### config.mk
export PLATFORM = sky130hd
export DESIGN_NAME = tws_ctrl
export DESIGN_NICKNAME = d
export VERILOG_FILES = /design/src/rtl/tws_pkg.sv /design/src/rtl/tws_ctrl.sv
export SDC_FILE = /design/constraint.sdc
export NUM_CORES = 1
export LEC_CHECK = 0
export BUFFER_PORTS_ARGS = -buffer_cell sky130_fd_sc_hd__buf_4
export CORE_AREA = 5 5 42 44
export DETAILED_ROUTE_END_ITERATION = 7
export DIE_AREA = 0 0 47 49
export PLACE_DENSITY = 0.46
export SLEW_MARGIN = 40
export SYNTH_ARGS = -nofsm -noshare
export SYNTH_HDL_FRONTEND = slang
export SYNTH_SLANG_ARGS = --single-unit
### constraint.sdc
create_clock -name i_clk -period 2.95 [get_ports i_clk]
set_input_delay 0.1475 -clock i_clk [delete_from_list [all_inputs] [get_ports i_clk]]
set_output_delay 0.1475 -clock i_clk [all_outputs]
set_load 0.01 [all_outputs]
### src/rtl/tws_pkg.sv
package tws_pkg;

    localparam int FRAC_BITS = 16;
    localparam int DIV_NW    = 28;
    localparam int DIV_DW    = 17;

    // shade = 3200 * 2^16 / (3200 + dist), floored at 0.25
    localparam logic [DIV_NW-1:0] SHADE_NUM  = 28'd209715200;
    localparam logic [DIV_DW-1:0] SHADE_BASE = 17'd3200;
    localparam logic [DIV_DW-1:0] SHADE_MIN  = 17'd16384;

    typedef enum logic [2:0] {
        S_IDLE,
        S_STEP_GO,
        S_STEP_WAIT,
        S_SHADE_GO,
        S_SHADE_WAIT,
        S_POS,
        S_ROWS
    } t_state;

    typedef struct packed {
        logic load;
        logic write;
        logic div_go;
        logic div_shade;
        logic cap_step;
        logic cap_shade;
        logic pos_load;
        logic row_issue;
    } t_cmd;

    typedef struct packed {
        logic is_write;
        logic draw_ok;
        logic div_done;
        logic adv;
        logic row_last;
    } t_sts;

endpackage

### src/rtl/tws_ctrl.sv
module tws_ctrl (
    input  logic          i_clk,
    input  logic          i_rst_n,
    input  logic          i_valid,
    output logic          o_stall,
    input  tws_pkg::t_sts i_sts,
    output tws_pkg::t_cmd o_cmd
);

    tws_pkg::t_state r_state;
    tws_pkg::t_state n_state;
    logic            n_accept;

    assign n_accept = i_valid && (r_state == tws_pkg::S_IDLE);

    always_ff @(posedge i_clk) begin
        if (!i_rst_n) begin
            r_state <= tws_pkg::S_IDLE;
        end else begin
            r_state <= n_state;
        end
    end

    always_comb begin
        n_state = r_state;
        case (r_state)
            tws_pkg::S_IDLE: begin
                if (n_accept && i_sts.draw_ok) begin
                    n_state = tws_pkg::S_STEP_GO;
                end
            end
            tws_pkg::S_STEP_GO:   n_state = tws_pkg::S_STEP_WAIT;
            tws_pkg::S_STEP_WAIT: begin
                if (i_sts.div_done) begin
                    n_state = tws_pkg::S_SHADE_GO;
                end
            end
            tws_pkg::S_SHADE_GO:   n_state = tws_pkg::S_SHADE_WAIT;
            tws_pkg::S_SHADE_WAIT: begin
                if (i_sts.div_done) begin
                    n_state = tws_pkg::S_POS;
                end
            end
            tws_pkg::S_POS:  n_state = tws_pkg::S_ROWS;
            tws_pkg::S_ROWS: begin
                if (i_sts.adv && i_sts.row_last) begin
                    n_state = tws_pkg::S_IDLE;
                end
            end
            default: n_state = tws_pkg::S_IDLE;
        endcase
    end

    always_comb begin
        o_cmd   = '0;
        o_stall = (r_state != tws_pkg::S_IDLE);
        case (r_state)
            tws_pkg::S_IDLE: begin
                o_cmd.load  = n_accept && i_sts.draw_ok;
                o_cmd.write = n_accept && i_sts.is_write;
            end
            tws_pkg::S_STEP_GO: begin
                o_cmd.div_go = 1'b1;
            end
            tws_pkg::S_STEP_WAIT: begin
                o_cmd.cap_step = i_sts.div_done;
            end
            tws_pkg::S_SHADE_GO: begin
                o_cmd.div_go    = 1'b1;
                o_cmd.div_shade = 1'b1;
            end
            tws_pkg::S_SHADE_WAIT: begin
                o_cmd.cap_shade = i_sts.div_done;
            end
            tws_pkg::S_POS: begin
                o_cmd.pos_load = 1'b1;
            end
            tws_pkg::S_ROWS: begin
                o_cmd.row_issue = 1'b1;
            end
            default: o_cmd = '0;
        endcase
    end

endmodule

==> Word-level counts from Yosys, hierarchy flattened <==
Index checks and enable logic that the tools add are counted.
{ "totals": {"register_bits": 3, "latchBits": 0, "ram_bits": 0, "mem_bits_ro": 0, "inputBits": 8, "out_inout_bits": 9, "memories": 0} }
{ "classes": {"n_addsub": 0, "multipliers": 0, "div": 0, "n_lt_le_gt_ge": 0, "eq_ne": 10, "shifts": 0, "n_mux": 12, "n_bitwise": 0, "n_reduce_logical": 8} }
{ "ops": {"columns": ["op", "n"], "rows": [
  ["3-bit one-hot mux with 7 select lines", 1],
  ["3-bit two-way mux", 4],
  ["3-bit equality test, second input constant", 3],
  ["3-bit by 2-bit equality test with 1-bit output, second input constant", 2],
  ["1-bit two-way mux", 6],
  ["2-bit != test, second input constant", 3],
  ["1-bit logical AND", 4],
  ["4-bit AND reduction", 1],
  ["3-bit by 1-bit equality test with 1-bit output, second input constant", 1],
  ["3-bit logical NOT", 1],
  ["3-bit nonzero test", 1],
  ["2-bit two-way mux", 1],
  ["2-bit by 1-bit != test with 1-bit output, second input constant", 1],
  ["2-bit OR reduction", 1]
]} }

==> Depth between registers and ports, before layout <==
{ "logic_depth": {"word_depth": 5, "depth_mapped": 4} }

==> Least setup slack after synthesis <==
Ideal clock, no wire load.
{ "synth_timing": {"kind": "reg2out", "startpoint": "reg r_state[2]", "endpoint": "out o_cmd[6] (netlist name)", "t_arrival_ns": 0.996, "t_required_ns": 2.803, "setup_slack_ns": 1.807, "stages_incl_launch_ff": 4, "path_buffers": 1, "path_cell_list": "dfxtp_1 -> buf_6 -> or3_4 -> nor2_1"} }
{ "synth_lines": {"columns": ["element", "line_no", "source"], "rows": [
  ["start: declaration", "tws_ctrl.sv:10", "tws_pkg::t_state r_state;"],
  ["start signal: assignment", "tws_ctrl.sv:18", "r_state <= tws_pkg::S_IDLE;"],
  ["start signal: assignment", "tws_ctrl.sv:20", "r_state <= n_state;"],
  ["end: declaration", "tws_ctrl.sv:7", "output tws_pkg::t_cmd o_cmd"]
]} }

==> metrics.md <==
| Metric | Value |
|---|---|
| Initial core utilization | 17.32% |
| Hold_buf cts | 0 |
| Inst Count DP | 57 |
| Layout area overhead | 57.22% |
| Worst-Margin Slew | 0.3256 ns |
| Post-synth top area cell | dfxtp_1 |
| GRT overflow | 0 |
| Post-CTS Setup Bufs | 0 |
| Final #Nets | 54 |
| Place WS | 1.753 ns |
| DR DRC count | 0 |
| Global-route wire length before repair | 1.179 mm |
| Worst path bufs/invs | 1 |
| Rows | 14 |
| FF+latch count, synth | 3 |
| Crit-path cells | or3_4 > nor2_1 > buf_4 |
| Req. time, crit path | 2.80 ns |
| Largest registers | r_state: 3 flops |
| I/O pin cnt | 17 |
| Vias in the first global route | 265 |
| Final Skew | 0.0004970 ns |
| Main area contributors after synthesis | dfxtp_1 (25%), buf_6 (9.3%), and3b_2 (8.2%) |
| Syn nets | 36 |
| CP max stage cell | or3_4 |
| Tmin final | 1.437 ns |
| Total Wirelength | 670 um |
| N_diodes | 0 |
| Worst R2R Setup Slack | 1.79 ns |
| DIE AREA | 2303 um2 |
| Yosys cell types | 20 |
| Sequential share of the synthesized area | 24.74% |
| RSZ-0062 raised after global routing | false |
| Yosys warns | 0 |
| Max Cap Viol | 0 |
| Placer Congestion | 0.6693 |
| Final hold vios | 0 |
| Crit path DAT | 1.29 ns |
| M2 GR Usage | 9.276% |
| CTS Sinks | 3 |
| Inserted Clock Buffers | 3 |
| Depth of the CTS H-tree | 1 |
| VDD IR max | 179.2 uV |
| Peak Freq | 0.6958 GHz |
| Routed length per instance | 10.98 um |
| Largest net degree at the start of global routing | 12 |
| Register Area | 60.06 um2 |
| Die width | 47 um |
| GRT Total Usage | 7.952% |
| Largest stage delay, worst path | 0.43 ns |
| Largest register FFs | 3 |
| Total chip power | 173.1 uW |
| Post-synthesis cell count | 28 |
| Vias per std cell | 4.344 |
| CP top delay family | simple AND/OR/NAND/NOR gates |
| Status | completed |
| Die Height | 49 um |
| Fillers | 163 |
| Fraction of layout cells with a size suffix above 1 | 53.33% |
| Yosys top cell area share | 24.74% |
| CP max FO | 11 |
| Reg clk slew, reported paths | 0.04 ns |
| Syn_area_per_cell | 8.669 um2 |
| Slew HR | 78.26% |
| Gates resized, CTS repair | 0 |
| Largest reg by FF count | r_state |
| Drt first pass iters | 1 |
| Number of antenna violations at the first check in global routing | 0 |
| Worst setup EP type | output pin |
| Critical setup path kind | flop to output pin |
| CP startpoint kind | flop |
| P per Cell Area | 453.7 nW/um2 |
| Root buffer cell | clkbuf_4 |
| Hold crit path type | primary input to flop |
| Fin. max-slew vios | 0 |
| Multi-input logic area | 151.4 um2 |
| Final WS setup | 1.513 ns |
| Final core occ | 27.23% |
| Met3 track demand over resource | 5.904% |
| GRT met1 Usage | 8.333% |
| Leak Pwr | 0.1979 nW |
| Final Instance Count excl. Fillers | 61 |
| Via count | 265 |
| GRT Max-Usage Layer | met2 |
| # setup viols final | 0 |
| Count of input and output buffers | 16 |
| Initial drt markers | 0 |
| Mapped cell area | 242.7 um2 |
| DRT antenna net count | 0 |
| CTS tree | done |
| Post-route setup TNS | 0 ns |
| Core footprint | 1401 um2 |
| Clk Latency, worst-skew pair | 0.24 ns |
| Period utilization | 48.72% |
| CTS Buffer Depth | 2 |
## placed cells by master, fill, tap and decap left out
cell,n
nor4b_1,2
clkbuf_1,1
nor2_1,2
a21o_1,1
buf_4,16
and3b_2,2
xor2_1,1
and3_1,1
and4b_1,1
and2b_4,1
nand2_1,2
or3_4,1
a21oi_1,1
o21a_1,1
o21ai_0,2
clkbuf_4,3
dfxtp_1,3
a21boi_0,1
and2_4,1
nand4_1,1
inv_1,1
## kinds of logic after synthesis
kind of cell / count (synthesis) / synth area share [%]
xor gates and xnor gates: 1 / 3.609
buffers and inverters: 4 / 12.88
and+or+nand+nor: 14 / 43.31
DFF: 3 / 24.74
AOI/OAI and AO/OA: 6 / 15.47
## layer usage
layer  vias to the layer above  share of wire, %
li1                        133                 -
met1                       112                42
met3                         5                15
met2                        15                38
met4                         0               4.9
met5                         -                 0
## worst register-to-register path: cells and delay by family (launching register included)
family / cells / cell delay [ns]
AOI/OAI and AO/OA: 1 / 0.18
and+or+nand+nor: 2 / 0.39
DFF: 1 / 0.48
## synth_stat cells (all sizes together)
cell type and number:
buf 3, dfxtp 3, and3b 2, nand2 2, nor2 2, nor4b 2, o21ai 2, a21boi 1
a21o 1, a21oi 1, and2 1, and2b 1, and3 1, and4b 1, inv 1, nand4 1
o21a 1, or3 1, xor2 1
## path summary, 6_finish.rpt
path                   start          to  cells after the start
hold reg to reg   r_state[1]  r_state[1]                      2
hold / removal       i_rst_n  r_state[2]                      2
setup reg to reg  r_state[2]  r_state[2]                      3
setup / recovery  r_state[1]    o_cmd[7]                      3
## area by class of cell
type | count | area share, %
Sequential cell | 3 | 15.74
Inverter | 1 | 0.9836
Clock buffer | 4 | 6.885
Multi-Input combinational cell | 21 | 39.67
Timing Repair Buffer | 16 | 31.48
Tap cell | 16 | 5.246
## report_power, final
group | switching, mW | internal [mW] | leakage (nW)
combinational | 0.0165 | 0.0294 | 0.158
clock | 0.0232 | 0.0508 | 0.0150
sequential | 0.00880 | 0.0444 | 0.0245
total | 0.0485 | 0.125 | 0.198
## through the flow
step / hold WS, ns / cell area, um2
2_1_floorplan: 0.2651 / 242.7
3_3_place_gp: 0.3791 / 355.3
3_5_place_dp: 0.3834 / 355.3
4_1_cts: 0.1364 / 381.6
5_1_grt: 0.1414 / 381.6
6_report: 0.1391 / 381.6
Power figures use the tool's default switching activity.
